==> src/rtl/sfcr_pkg.sv <==
// Shared constants and types for the serial frame checksum receiver.
package sfcr_pkg;

  localparam int unsigned PAYLOAD_BYTES_DEF = 64;
  localparam int unsigned BYTE_W            = 8;
  localparam int unsigned INDEX_W           = 6;
  localparam int unsigned COUNT_W           = 32;

  typedef logic [BYTE_W-1:0]  byte_t;
  typedef logic [INDEX_W-1:0] index_t;
  typedef logic [COUNT_W-1:0] count_t;

endpackage

==> src/rtl/sfcr_if.sv <==
// Valid/ready channel interfaces for received bytes and frame results.
interface sfcr_in_if;
  logic             valid;
  logic             ready;
  sfcr_pkg::byte_t  rx_byte;

  modport source (output valid, output rx_byte, input ready);
  modport sink   (input valid, input rx_byte, output ready);
endinterface

interface sfcr_out_if;
  logic             valid;
  logic             ready;
  sfcr_pkg::byte_t  payload_byte;
  sfcr_pkg::index_t byte_index;
  logic             last_byte;
  logic             frame_ok;
  sfcr_pkg::count_t good_frame_count;
  sfcr_pkg::count_t bad_frame_count;

  modport source (output valid, output payload_byte, output byte_index, output last_byte,
                  output frame_ok, output good_frame_count, output bad_frame_count,
                  input ready);
  modport sink   (input valid, input payload_byte, input byte_index, input last_byte,
                  input frame_ok, input good_frame_count, input bad_frame_count,
                  output ready);
endinterface

==> src/rtl/serial_frame_checksum_receiver.sv <==
// Top level of the start-byte framed receiver with additive checksum check.
//
// Takes one serial byte per word on in_ch. While idle it hunts for the byte
// held in the start register (written through cfg_wr_en / cfg_wr_data, reset
// 0); that byte opens a frame and gives no result. The next PAYLOAD_BYTES
// bytes are payload and each comes out on out_ch with its position (low six
// bits). A start byte inside a frame is plain data, there is no resync. The
// final payload byte is the checksum, compared unsigned with the modulo-256
// sum of the bytes before it; its word carries last_byte, frame_ok and the
// good/bad frame counters, both wrapping at 2^32 and already including this
// frame. Bytes outside a frame are dropped silently. Throughput is one byte
// per clock; a payload byte passes through the input register and then the
// result register, with the frame state updated as a byte moves from the
// first to the second. Back-pressure on out_ch stalls a payload byte in the
// input register, which then holds in_ch.ready low. Write the start register
// only while no byte is in flight.
module serial_frame_checksum_receiver #(
  parameter int unsigned PAYLOAD_BYTES = sfcr_pkg::PAYLOAD_BYTES_DEF
) (
  input  logic              clk,
  input  logic              rst_n,
  input  logic              cfg_wr_en,
  input  sfcr_pkg::byte_t   cfg_wr_data,
  sfcr_in_if.sink           in_ch,
  sfcr_out_if.source        out_ch
);

  // frame position: 0 idle, else 1 + payload bytes taken so far
  localparam int unsigned POS_W = $clog2(PAYLOAD_BYTES + 1);
  localparam int unsigned IDX_W = (POS_W > sfcr_pkg::INDEX_W) ? POS_W : sfcr_pkg::INDEX_W;

  sfcr_pkg::byte_t  start_byte_r;

  // input register
  logic             in_vld_r;
  sfcr_pkg::byte_t  in_byte_r;

  // frame state
  logic [POS_W-1:0] pos_r,  pos_nxt;
  sfcr_pkg::byte_t  sum_r,  sum_nxt;
  sfcr_pkg::count_t good_r, good_nxt;
  sfcr_pkg::count_t bad_r,  bad_nxt;

  // result register
  logic             out_vld_r;
  sfcr_pkg::byte_t  out_byte_r;
  sfcr_pkg::index_t out_idx_r;
  logic             out_last_r;
  logic             out_ok_r;

  logic             in_frame;
  logic             is_last;
  logic             sum_match;
  logic             emit;
  logic             out_free;
  logic             advance;
  logic [IDX_W-1:0] idx_ext;

  always_ff @(posedge clk) begin
    if (!rst_n) begin
      start_byte_r <= '0;
    end else if (cfg_wr_en) begin
      start_byte_r <= cfg_wr_data;
    end
  end

  assign in_frame  = (pos_r != '0);
  assign is_last   = (pos_r == POS_W'(PAYLOAD_BYTES));
  assign sum_match = (sum_r == in_byte_r);
  assign idx_ext   = IDX_W'(pos_r) - IDX_W'(1);

  // only payload bytes need a slot in the result register
  assign emit     = in_vld_r && in_frame;
  assign out_free = !out_vld_r || out_ch.ready;
  assign advance  = in_vld_r && (!in_frame || out_free);

  assign in_ch.ready = !in_vld_r || advance;

  always_comb begin
    pos_nxt  = pos_r;
    sum_nxt  = sum_r;
    good_nxt = good_r;
    bad_nxt  = bad_r;
    if (advance) begin
      if (!in_frame) begin
        if (in_byte_r == start_byte_r) begin
          pos_nxt = POS_W'(1);
          sum_nxt = '0;
        end
      end else if (is_last) begin
        pos_nxt = '0;
        sum_nxt = '0;
        if (sum_match) begin
          good_nxt = good_r + sfcr_pkg::count_t'(1);
        end else begin
          bad_nxt = bad_r + sfcr_pkg::count_t'(1);
        end
      end else begin
        pos_nxt = pos_r + POS_W'(1);
        sum_nxt = sum_r + in_byte_r;
      end
    end
  end

  always_ff @(posedge clk) begin
    if (!rst_n) begin
      in_vld_r  <= 1'b0;
      pos_r     <= '0;
      sum_r     <= '0;
      good_r    <= '0;
      bad_r     <= '0;
      out_vld_r <= 1'b0;
    end else begin
      if (in_ch.ready) begin
        in_vld_r <= in_ch.valid;
      end
      pos_r  <= pos_nxt;
      sum_r  <= sum_nxt;
      good_r <= good_nxt;
      bad_r  <= bad_nxt;
      if (out_free) begin
        out_vld_r <= advance && emit;
      end
    end
  end

  // payload registers
  always_ff @(posedge clk) begin
    if (in_ch.ready && in_ch.valid) begin
      in_byte_r <= in_ch.rx_byte;
    end
    if (advance && emit) begin
      out_byte_r <= in_byte_r;
      out_idx_r  <= idx_ext[sfcr_pkg::INDEX_W-1:0];
      out_last_r <= is_last;
      out_ok_r   <= is_last && sum_match;
    end
  end

  // counters in the result word are the live values, updated with the word
  assign out_ch.valid            = out_vld_r;
  assign out_ch.payload_byte     = out_byte_r;
  assign out_ch.byte_index       = out_idx_r;
  assign out_ch.last_byte        = out_last_r;
  assign out_ch.frame_ok         = out_ok_r;
  assign out_ch.good_frame_count = good_r;
  assign out_ch.bad_frame_count  = bad_r;

endmodule

==> src/flat_wrapper.sv <==
// flat-port wrapper written by rule: the top's interface ports become plain ports
module serial_frame_checksum_receiver_flat 
#(
  parameter int unsigned PAYLOAD_BYTES = sfcr_pkg::PAYLOAD_BYTES_DEF
)
  (clk, rst_n, cfg_wr_en, cfg_wr_data, in_ch_valid, in_ch_rx_byte, in_ch_ready, out_ch_valid, out_ch_payload_byte, out_ch_byte_index, out_ch_last_byte, out_ch_frame_ok, out_ch_good_frame_count, out_ch_bad_frame_count, out_ch_ready);
  sfcr_in_if in_ch_i ();
  sfcr_out_if out_ch_i ();
  input  logic clk;
  input  logic rst_n;
  input  logic cfg_wr_en;
  input  sfcr_pkg::byte_t cfg_wr_data;
  input wire logic [$bits(in_ch_i.valid)-1:0] in_ch_valid;
  input wire logic [$bits(in_ch_i.rx_byte)-1:0] in_ch_rx_byte;
  output wire logic [$bits(in_ch_i.ready)-1:0] in_ch_ready;
  output wire logic [$bits(out_ch_i.valid)-1:0] out_ch_valid;
  output wire logic [$bits(out_ch_i.payload_byte)-1:0] out_ch_payload_byte;
  output wire logic [$bits(out_ch_i.byte_index)-1:0] out_ch_byte_index;
  output wire logic [$bits(out_ch_i.last_byte)-1:0] out_ch_last_byte;
  output wire logic [$bits(out_ch_i.frame_ok)-1:0] out_ch_frame_ok;
  output wire logic [$bits(out_ch_i.good_frame_count)-1:0] out_ch_good_frame_count;
  output wire logic [$bits(out_ch_i.bad_frame_count)-1:0] out_ch_bad_frame_count;
  input wire logic [$bits(out_ch_i.ready)-1:0] out_ch_ready;
  assign in_ch_i.valid = in_ch_valid;
  assign in_ch_i.rx_byte = in_ch_rx_byte;
  assign in_ch_ready = in_ch_i.ready;
  assign out_ch_valid = out_ch_i.valid;
  assign out_ch_payload_byte = out_ch_i.payload_byte;
  assign out_ch_byte_index = out_ch_i.byte_index;
  assign out_ch_last_byte = out_ch_i.last_byte;
  assign out_ch_frame_ok = out_ch_i.frame_ok;
  assign out_ch_good_frame_count = out_ch_i.good_frame_count;
  assign out_ch_bad_frame_count = out_ch_i.bad_frame_count;
  assign out_ch_i.ready = out_ch_ready;
  serial_frame_checksum_receiver #(.PAYLOAD_BYTES(PAYLOAD_BYTES)) u_core (.clk(clk), .rst_n(rst_n), .cfg_wr_en(cfg_wr_en), .cfg_wr_data(cfg_wr_data), .in_ch(in_ch_i), .out_ch(out_ch_i));
endmodule
==> config.mk <==
export PLATFORM = sky130hd
export DESIGN_NAME = serial_frame_checksum_receiver_flat
export DESIGN_NICKNAME = d
export VERILOG_FILES = /design/src/rtl/sfcr_pkg.sv /design/src/rtl/sfcr_if.sv /design/src/rtl/serial_frame_checksum_receiver.sv /design/src/flat_wrapper.sv
export SDC_FILE = /design/constraint.sdc
export NUM_CORES = 1
export LEC_CHECK = 0
export BUFFER_PORTS_ARGS = -buffer_cell sky130_fd_sc_hd__buf_4
export CAP_MARGIN = 20
export CORE_ASPECT_RATIO = 1.2
export CORE_MARGIN = 2
export CORE_UTILIZATION = 60
export DETAILED_ROUTE_END_ITERATION = 10
export PLACE_DENSITY = 0.91
export SETUP_SLACK_MARGIN = 0.1
export SYNTH_ARGS = -nofsm -noshare
export SYNTH_HDL_FRONTEND = slang
export SYNTH_SLANG_ARGS = --single-unit
==> constraint.sdc <==
create_clock -name clk -period 5.3 [get_ports clk]
set_input_delay 0.265 -clock clk [delete_from_list [all_inputs] [get_ports clk]]
set_output_delay 0.265 -clock clk [all_outputs]
set_load 0.005 [all_outputs]
==> run_results.csv, run 1 <==
group,metric,value,unit
outcome,outcome,"finished, final reports clean",
finish,fin_cells,815,
clock_network,cts.repair.resized,0,
timing,fin_tns_setup,0,ns
finish,antenna_cells,0,
timing,period_needed,3.211,ns
synth,synth-simple-area-share,0.2386,
finish,fill_cells,528,
synth,ys.warnings.count,0,
grt,grt_pass1_wl,23.36,mm
pwr,p_clk_frac,0.551,
clock_network,h-tree-depth,4,
timing,max_freq,0.3115,GHz
grt,grt_antenna_before_repair,0,
clock_network,clkTransAtPathRegs,0.06,ns
finish,fin_util,0.8055,
worst_setup_path,cp-start-kind,"flip-flop",
synth,synth_cells,577,
floorplanning,die_h,107.9,µm
synth,async_flop_share,0,
pwr,switching_power,446.3,µW
grt,grt_max_degree,64,
finish,drive_gt1_frac,0.2049,
synth,synth_compound_area_frac,0.1586,
clock_network,clock_latency,0.53,ns
pwr,power_frac_seq,0.412,
clock_network,cts_sinks,113,
synth,synthFlopType,"dfxtp_1",
clock_network,hold_buffers,16,
clock_network,clockBufferDepth,2,
timing,setup_viol,0,
grt,grt_overflow,0,
pwr,ir_drop,324.8,µV
placement,dp_cells,766,
pwr,combPwrFrac,0.037,
pwr,p_per_area,312.7,mW/mm²
timing,maxSlewHeadroom,0.4625,
clock_network,cts_buffers,17,
finish,multi_input_area,0.002649,mm²
finish,area_delta_synth_final,29.24,%
floorplanning,die_area,0.009770,mm²
synth,syn_nets,610,
synth,syn_avg_cell_area,9.350,µm²
routing,wl_per_cell,18.04,µm
synth,synthMuxAreaShare,0.02226,
floorplanning,coreArea,0.008657,mm²
placement,hpwl,8.781,mm
pwr,total_power,2180,µW
finish,register_area,0.002502,mm²
min_path,hold_class,"in -> reg",
synth,synth_cell_type_count,50,
worst_setup_path,critPathArrivalTime,3.66,ns
routing,vias_per_cell,6.281,
finish,nets,718,
timing,rsz0062_at_grt,"no",
worst_setup_path,worst-setup-path-type,"reg -> reg",
routing,firstDrtPassIters,5,
synth,synth_edf_count,24,
pwr,switching_share,0.2047,
floorplanning,start_util,0.6232,
routing,num_vias,5119,
routing,routed_wl,14.70,mm
placement,place_congestion,0.9466,
clock_network,cts_root_buffer,"clkbuf_8",
timing,fin_ws,2.089,ns
clock_network,cts_tree,"built",
placement,port_buffers,102,
routing,drtIter0Drc,476,
timing,worstMarginPinSlew,0.8054,ns
synth,synthAdderAreaFrac,0.02922,
synth,seq_area_frac_synth,0.4638,
grt,grt_use_total,0.3027,
timing,hold_viol,0,
routing,drc_errors,0,
floorplanning,ioPinCount,103,
worst_setup_path,cp_max_fo,28,
worst_setup_path,critPathRequiredTime,5.75,ns
synth,synth_top_family_by_area,"simple AND/OR/NAND/NOR gates",
pwr,power_leakage,0.002561,µW
clock_network,post-cts-setup-buffers,0,
floorplanning,rows,37,
timing,fin_skew,0.006579,ns
routing,ant_nets,0,
placement,pre_cts_ws,2.182,ns
grt,grt_pass1_vias,4751,
synth,synthXorXnorAreaFrac,0.04221,
pwr,p_int,1734,µW
timing,maxSlewViolCount,0,
worst_setup_path,endpoint_kind,"flip-flop",
floorplanning,die_w,90.57,µm
synth,netlist_area,0.005395,mm²
flow_run,cap_violations,0,
timing,finalCritPeriodShare,0.6058,
synth,ys_ff_latch,113,
-- Yosys cell counts (2+ instances only) --
| library cell | number | area share |
|---|---|---|
| a32oi_1 | 6 | 0.0097 |
| a21oi_1 | 59 | 0.055 |
| mux2i_1 | 12 | 0.022 |
| edfxtp_1 | 24 | 0.13 |
| o21ai_0 | 17 | 0.016 |
| nand2_1 | 34 | 0.024 |
| or3_1 | 21 | 0.024 |
| nor2_1 | 38 | 0.026 |
| nand4_1 | 19 | 0.022 |
| dfxtp_1 | 89 | 0.33 |
| o41ai_1 | 2 | 0.0032 |
| o31ai_1 | 36 | 0.050 |
| inv_1 | 23 | 0.016 |
| clkbuf_1 | 28 | 0.019 |
| nand3_1 | 25 | 0.023 |
| nor3_1 | 7 | 0.0065 |
| o2111ai_1 | 2 | 0.0032 |
| or4_4 | 2 | 0.0042 |
| xnor2_1 | 13 | 0.021 |
| or4_1 | 38 | 0.053 |
| nand2b_1 | 6 | 0.0070 |
| and2_1 | 4 | 0.0046 |
| nor4_1 | 5 | 0.0058 |
| and4_1 | 5 | 0.0081 |
| xor2_1 | 13 | 0.021 |
| a311oi_1 | 2 | 0.0032 |
| nand3b_1 | 2 | 0.0028 |
| and3_1 | 6 | 0.0070 |
| or2_2 | 2 | 0.0023 |
| o311ai_0 | 3 | 0.0049 |
| buf_6 | 4 | 0.0083 |
| a31oi_1 | 2 | 0.0023 |
| ha_1 | 11 | 0.026 |
-- power groups by stage --
| stage | combinational [µW] | clock (µW) | sequential (µW) |
|---|---|---|---|
| 6_report | 80.3 | 1200 | 899 |
| 4_1_cts | 76.4 | 1200 | 898 |
| 2_1_floorplan | 43.5 | 0 | 913 |
| 3_3_place_gp | 62.4 | 0 | 915 |
| 3_5_place_dp | 64.6 | 0 | 916 |
| 5_1_grt | 85.4 | 1250 | 900 |
-- final cells by class --
class,count,area share
Multi-Input combinational cell,407,0.3799
Sequential cell,113,0.3589
Timing Repair Buffer,121,0.1371
Clock buffer,21,0.06747
Clock inverter,11,0.02225
Tap cell,117,0.02099
Inverter,25,0.01346
-- worst paths after layout --
path | end | cells past startpoint | slack [ns] | startpoint
worst max register to register | u_core.out_ch.good_frame_count[29] | 6 | 2.09 | u_core.in_byte_r[2]
worst min-delay path | u_core.in_vld_r | 3 | 0.06 | in_ch_valid
worst max-delay path | u_core.out_ch.good_frame_count[29] | 6 | 2.09 | u_core.in_byte_r[2]
worst min register to register | u_core.out_ch.good_frame_count[31] | 2 | 0.48 | u_core.out_ch.good_frame_count[31]
-- cells in the final DEF (no fill, tap or decap), types with 2 or more instances in the layout --
| cell type | count |
|---|---|
| nand3b_1 | 2 |
| o311ai_0 | 2 |
| nand4_1 | 19 |
| nand2b_1 | 6 |
| or3_1 | 21 |
| nor4_1 | 5 |
| clkinv_2 | 2 |
| nand3_1 | 25 |
| nor2_1 | 38 |
| and2_1 | 4 |
| a21oi_1 | 59 |
| ha_1 | 11 |
| bufinv_16 | 4 |
| o2111ai_1 | 2 |
| dlygate4sd3_1 | 16 |
| and3_1 | 6 |
| inv_1 | 23 |
| or4_1 | 38 |
| clkbuf_8 | 3 |
| xnor2_1 | 13 |
| or2_2 | 2 |
| and4_1 | 5 |
| clkinv_1 | 4 |
| nor3_1 | 7 |
| a311oi_1 | 2 |
| nand2_1 | 34 |
| or4_4 | 2 |
| edfxtp_1 | 24 |
| o31ai_1 | 36 |
| a31oi_1 | 2 |
| mux2i_1 | 12 |
| dfxtp_1 | 89 |
| xor2_1 | 13 |
| o41ai_1 | 2 |
| buf_4 | 104 |
| a32oi_1 | 6 |
| clkbuf_16 | 17 |
| o21ai_0 | 17 |
-- worst max-delay path, cell delays in order (launching register included) --
cell,delay (ns)
edfxtp_1,0.46
ha_1,0.43
nor4_4,0.33
nand3_1,0.20
or4_1,0.90
or4_1,0.62
a21oi_1,0.18
-- layer usage --
| layer | vias up | share of wire | wire length [µm] | track usage |
|---|---|---|---|---|
| met3 | 46 | 0.073 | 1079 | 0.08824 |
| met1 | 2416 | 0.40 | 5820 | 0.3556 |
| li1 | 2395 | - | - | - |
| met5 | - | 0 | 0 | 0 |
| met4 | 0 | 0.028 | 407 | 0.1330 |
| met2 | 262 | 0.50 | 7392 | 0.5149 |
-- state kept, by name, summed over array words and instances, names as in the netlist, 6 cells and up --
name	count
u_core.out_ch.bad_frame_count	32
u_core.out_ch.good_frame_count	32
u_core.in_byte_r	8
u_core.out_ch.payload_byte	8
u_core.start_byte_r	8
u_core.sum_r	8
u_core.pos_r	7
u_core.out_ch.byte_index	6
-- metrics by stage --
step	instance area (µm²)	hold slack, ns
after floorplan	5395	0.3639
after global placement	6172	0.4434
after detailed placement	6172	0.4446
after CTS	6958	0.02754
after global routing	6973	0.05526
final	6973	0.06453
-- cell families (layout without fill, tap and decap cells) --
kind of cell               count (synthesis)  after routing
AOI/OAI and AO/OA                        136            136
xor gates and xnor gates                  26             26
adders and majority gates                 12             12
buffers and inverters                     57            178
DFF                                      113            113
muxes                                     12             12
and+or+nand+nor                          221            221
(Power assumes the default switching activity.)
==> run 2: changes to the inputs <==
--- a/config.mk
+++ b/config.mk
@@ -9,9 +9,9 @@
 export CAP_MARGIN = 20
 export CORE_ASPECT_RATIO = 1.2
 export CORE_MARGIN = 2
-export CORE_UTILIZATION = 60
+export CORE_UTILIZATION = 55
 export DETAILED_ROUTE_END_ITERATION = 10
-export PLACE_DENSITY = 0.91
+export PLACE_DENSITY = 0.84
 export SETUP_SLACK_MARGIN = 0.1
 export SYNTH_ARGS = -nofsm -noshare
 export SYNTH_HDL_FRONTEND = slang
==> constraint.sdc (replaced) <==
create_clock -name clk -period 3.05 [get_ports clk]
set_input_delay 0.1525 -clock clk [delete_from_list [all_inputs] [get_ports clk]]
set_output_delay 0.1525 -clock clk [all_outputs]
set_load 0.005 [all_outputs]
==> run_results.csv, run 2 (synthesis gave the netlist of run 1 again) <==
group,metric,value,unit
routing,vias_per_cell,6.101,
timing,setup_viol,0,
timing,worstMarginPinSlew,0.7669,ns
worst_setup_path,critPathRequiredTime,3.39,ns
pwr,ir_drop,386.6,µV
finish,area_delta_synth_final,27.85,%
grt,grt_pass1_vias,4717,
floorplanning,rows,39,
finish,register_area,0.002502,mm²
finish,final_common_cell,"buf_4",
grt,grt_antenna_before_repair,0,
clock_network,cts_sinks,113,
routing,wl_per_cell,16.35,µm
routing,num_vias,5015,
worst_setup_path,cp-start-kind,"flip-flop",
worst_setup_path,critPathTopFamily,"simple AND/OR/NAND/NOR gates",
clock_network,clock_latency,0.41,ns
grt,grt_pass1_wl,22.46,mm
grt,grt_use_total,0.2660,
timing,hold_viol,0,
worst_setup_path,critPathArrivalTime,3.09,ns
timing,period_needed,2.750,ns
timing,maxSlewViolCount,0,
timing,finalCritPeriodShare,0.9017,
timing,maxSlewHeadroom,0.4882,
worst_setup_path,endpoint_kind,"flip-flop",
worst_setup_path,cp_max_fo,28,
clock_network,h-tree-depth,4,
worst_setup_path,path_cells,"ha_1 > nor4_4 > nand3_2 > or4_1 > buf_4 > or4_1 > a21oi_1",
clock_network,clockBufferDepth,2,
worst_setup_path,crit_top_cell,"or4_1",
timing,fin_tns_setup,0,ns
routing,drc_errors,0,
outcome,outcome,"finished, final reports clean",
floorplanning,die_w,94.41,µm
clock_network,cts_buffers,17,
routing,drtIter0Drc,460,
placement,place_congestion,0.9700,
timing,fin_ws,0.2999,ns
worst_setup_path,worst-path-buf-inv,1,
finish,drive_gt1_frac,0.2117,
worst_setup_path,cp_slowest_cell,"or4_1",
routing,routed_wl,13.44,mm
routing,ant_nets,0,
floorplanning,ioPinCount,103,
timing,rsz0062_at_grt,"no",
finish,final_cell_mix,"buf_4 (109), dfxtp_1 (89), a21oi_1 (59)",
min_path,hold_class,"in -> reg",
floorplanning,die_area,0.01062,mm²
routing,firstDrtPassIters,4,
placement,hpwl,9.154,mm
floorplanning,start_util,0.5670,
worst_setup_path,slowest_delay,0.48,ns
clock_network,cts_tree,"built",
finish,fill_cells,685,
pwr,p_per_area,502.3,mW/mm²
timing,max_freq,0.3636,GHz
timing,fin_skew,0.007946,ns
grt,grt_max_degree,40,
flow_run,cap_violations,0,
floorplanning,die_h,112.5,µm
grt,grt_overflow,0,
placement,port_buffers,102,
finish,multi_input_area,0.002654,mm²
clock_network,clkTransAtPathRegs,0.05,ns
floorplanning,coreArea,0.009515,mm²
worst_setup_path,worst-setup-path-type,"reg -> reg",
finish,nets,720,
pwr,power_leakage,0.002533,µW
placement,pre_cts_ws,0.2507,ns
clock_network,cts_root_buffer,"clkbuf_16",
finish,antenna_cells,0,
run 2: final timing paths:
check	cells past startpoint	slack (ns)	startpoint	endpoint
worst max-delay path	7	0.30	u_core.in_byte_r[2]	u_core.out_ch.good_frame_count[29]
worst min-delay path	3	0.01	cfg_wr_data[1]	u_core.start_byte_r[1]
worst max register to register	7	0.30	u_core.in_byte_r[2]	u_core.out_ch.good_frame_count[29]
worst min register to register	2	0.49	u_core.sum_r[6]	u_core.sum_r[6]
run 2: what timing repair did:
action | 4_1_cts | 5_1_grt
buffers inserted | 0 | 0
hold endpoints to repair | 14 | 0
gates resized for setup | 0 | 1
endpoints found under the setup margin | 0 | 12
hold buffers | 14 | 0
run 2: cell type report:
type	count	share of cell area
timing repair buffer	123	0.1389
clock buffer	25	0.07328
multi-input combinational	407	0.3847
inverter	25	0.01360
clock inverter	6	0.004353
tap	123	0.02231
sequential	113	0.3628
run 2: worst min-delay path, stage by stage:
cell,delay [ns]
buf_4,0.08
mux2i_1,0.06
nor2_1,0.08
run 2: per-stage QoR:
step	std cells	power [µW]	cell area [µm²]	util	hold WS, ns
global placement	777	1700	6217	0.6534	0.3324
finish	822	3465	6898	0.7249	0.009722
CTS	822	3483	6893	0.7244	0.01352
detailed placement	777	1705	6217	0.6534	0.3321
global route	822	3572	6898	0.7249	0.02284
floorplan	577	1661	5395	-	0.2514
run 2: layer usage:
metal  track usage  up-vias  share of wire
met5             0        -              0
met4        0.1053        0          0.021
met3       0.07248       30          0.063
met2        0.4395      180           0.50
met1        0.3287     2403           0.41
li1              -     2402              -
run 2: power breakdown:
part | internal (µW) | switching, µW | leakage, µW
Combinational | 61.7 | 68.5 | 0.00134
Sequential | 1540 | 16.4 | 0.000925
Clock | 1130 | 644 | 0.000272
==> run 3: changes to the inputs <==
--- a/config.mk
+++ b/config.mk
@@ -12,6 +12,7 @@
 export CORE_UTILIZATION = 55
 export DETAILED_ROUTE_END_ITERATION = 10
 export PLACE_DENSITY = 0.84
+export RECOVER_POWER = 25
 export SETUP_SLACK_MARGIN = 0.1
 export SYNTH_ARGS = -nofsm -noshare
 export SYNTH_HDL_FRONTEND = slang
==> run_results.csv, run 3 (synthesis gave the netlist of run 1 again) <==
group,metric,value,unit
finish,nets,720,
timing,rsz0062_at_grt,"no",
clock_network,cts_buffers,17,
timing,fin_tns_setup,0,ns
timing,setup_viol,0,
floorplanning,start_util,0.5670,
timing,maxSlewViolCount,40,
finish,area_delta_synth_final,27.64,%
pwr,p_per_area,502.5,mW/mm²
finish,drive_gt1_frac,0.2074,
clock_network,h-tree-depth,4,
finish,final_cell_mix,"dfxtp_1 (89), buf_4 (65), a21oi_1 (59)",
worst_setup_path,r2r_start,"u_core.in_byte_r[1]",
pwr,total_power,3461,µW
clock_network,cts_sinks,113,
grt,grt_pass1_wl,22.46,mm
pwr,p_clk_frac,0.512,
worst_setup_path,slowest_delay,0.48,ns
routing,ant_nets,0,
clock_network,clock_latency,0.41,ns
worst_setup_path,critPathLaunch,"u_core.in_byte_r[1]",
grt,grt_overflow,0,
worst_setup_path,cp_max_fo,28,
worst_setup_path,crit_path_end,"u_core.out_ch.good_frame_count[13]",
pwr,ir_drop,385.8,µV
timing,period_needed,2.760,ns
floorplanning,rows,39,
finish,antenna_cells,0,
pwr,power_leakage,0.002509,µW
worst_setup_path,path_cells,"ha_1 > nor3_1 > nand3_2 > or4_1 > buf_4 > or4_1 > a21oi_1",
outcome,outcome,"finished with violations",
grt,grt_use_total,0.2660,
worst_setup_path,endpoint_kind,"flip-flop",
routing,wl_per_cell,16.37,µm
timing,worstMarginPinSlew,1.735,ns
worst_setup_path,critPathArrivalTime,3.08,ns
clock_network,post-cts-setup-buffers,0,
flow_run,cap_violations,1,
min_path,hold_class,"in -> reg",
routing,routed_wl,13.45,mm
timing,maxSlewHeadroom,-0.1567,
placement,hpwl,9.154,mm
clock_network,clkTransAtPathRegs,0.05,ns
grt,grt_max_degree,40,
routing,drc_errors,0,
placement,port_buffers,102,
worst_setup_path,cp-start-kind,"flip-flop",
timing,fin_skew,0.006830,ns
timing,max_freq,0.3623,GHz
finish,final_common_cell,"dfxtp_1",
clock_network,clockBufferDepth,2,
worst_setup_path,cp_slowest_cell,"or4_1",
worst_setup_path,crit_top_cell,"or4_1",
floorplanning,die_h,112.5,µm
routing,firstDrtPassIters,5,
worst_setup_path,critPathRequiredTime,3.37,ns
pwr,switching_share,0.2098,
clock_network,cts_tree,"built",
floorplanning,coreArea,0.009515,mm²
worst_setup_path,worstRegToRegCells,7,
routing,vias_per_cell,6.136,
timing,hold_viol,0,
clock_network,cts_root_buffer,"clkbuf_16",
floorplanning,die_w,94.41,µm
worst_setup_path,worst-setup-path-type,"reg -> reg",
placement,place_congestion,0.9700,
pwr,p_int,2735,µW
routing,drtIter0Drc,428,
pwr,power_frac_seq,0.451,
grt,grt_antenna_before_repair,0,
timing,finalCritPeriodShare,0.9051,
floorplanning,die_area,0.01062,mm²
worst_setup_path,r2r-end,"u_core.out_ch.good_frame_count[13]",
outcome,violations,"capacitance limit, slew limit",
floorplanning,ioPinCount,103,
pwr,switching_power,726.1,µW
worst_setup_path,rrSetupSlack,0.29,ns
grt,grt_pass1_vias,4717,
routing,num_vias,5044,
pwr,combPwrFrac,0.037,
run 3: layout make-up:
cell class                      instances  area, µm²
Clock inverter                          6      30.03
Sequential cell                       113       2502
Timing Repair Buffer                  123      947.2
Multi-Input combinational cell        407       2654
Tap cell                              123      153.9
Inverter                               25      93.84
Fill cell                             690       2629
Clock buffer                           25      505.5
run 3: layer usage:
| metal | vias to the layer above | share of wire | GRT usage |
|---|---|---|---|
| met2 | 186 | 0.50 | 0.4395 |
| met1 | 2421 | 0.41 | 0.3287 |
| met4 | 0 | 0.022 | 0.1053 |
| met3 | 32 | 0.065 | 0.07248 |
| met5 | - | 0 | 0 |
| li1 | 2405 | - | - |
run 3: timing repair:
| item | 4_1_cts | 5_1_grt |
|---|---|---|
| setup endpoints to repair | 0 | 12 |
| hold endpoints to repair | 14 | 0 |
| hold buffers | 14 | 0 |
| resized for setup | 0 | 1 |
run 3: how the worst min path moves through the flow:
stage                                 from                      to  cells past startpoint
after floorplan           in_ch_rx_byte[0]     u_core.in_byte_r[0]                      0
after global placement    in_ch_rx_byte[4]     u_core.in_byte_r[4]                      1
after detailed placement  in_ch_rx_byte[7]     u_core.in_byte_r[7]                      1
after CTS                   cfg_wr_data[7]  u_core.start_byte_r[7]                      3
after global routing        cfg_wr_data[1]  u_core.start_byte_r[1]                      3
final                       cfg_wr_data[1]  u_core.start_byte_r[1]                      3
run 3: critical path: cells and delay by family, from the launching register on:
| kind | cells | cell delay, ns |
|---|---|---|
| compound gates | 1 | 0.14 |
| fa+ha+maj | 1 | 0.33 |
| buf+inv | 1 | 0.22 |
| flops | 1 | 0.47 |
| simple gates | 4 | 1.50 |
run 3: power groups by stage:
stage / clock network (µW) / logic (µW) / registers [µW]
finish: 1770 / 129 / 1560
CTS: 1790 / 130 / 1560
detailed placement: 0 / 114 / 1590
floorplan: 0 / 75.5 / 1590
global route: 1870 / 142 / 1560
global placement: 0 / 110 / 1590
run 3: through the flow:
step | setup slack, ns | cell area, µm² | utilization | hold slack [ns] | std cells
after global routing | 0.08811 | 6887 | 0.7237 | 0.02284 | 822
after detailed placement | 0.2507 | 6217 | 0.6534 | 0.3321 | 777
after floorplan | 0.4206 | 5395 | - | 0.2514 | 577
after global placement | 0.3341 | 6217 | 0.6534 | 0.3324 | 777
final | 0.2895 | 6887 | 0.7237 | 0.009192 | 822
after CTS | 0.2336 | 6893 | 0.7244 | 0.01352 | 822
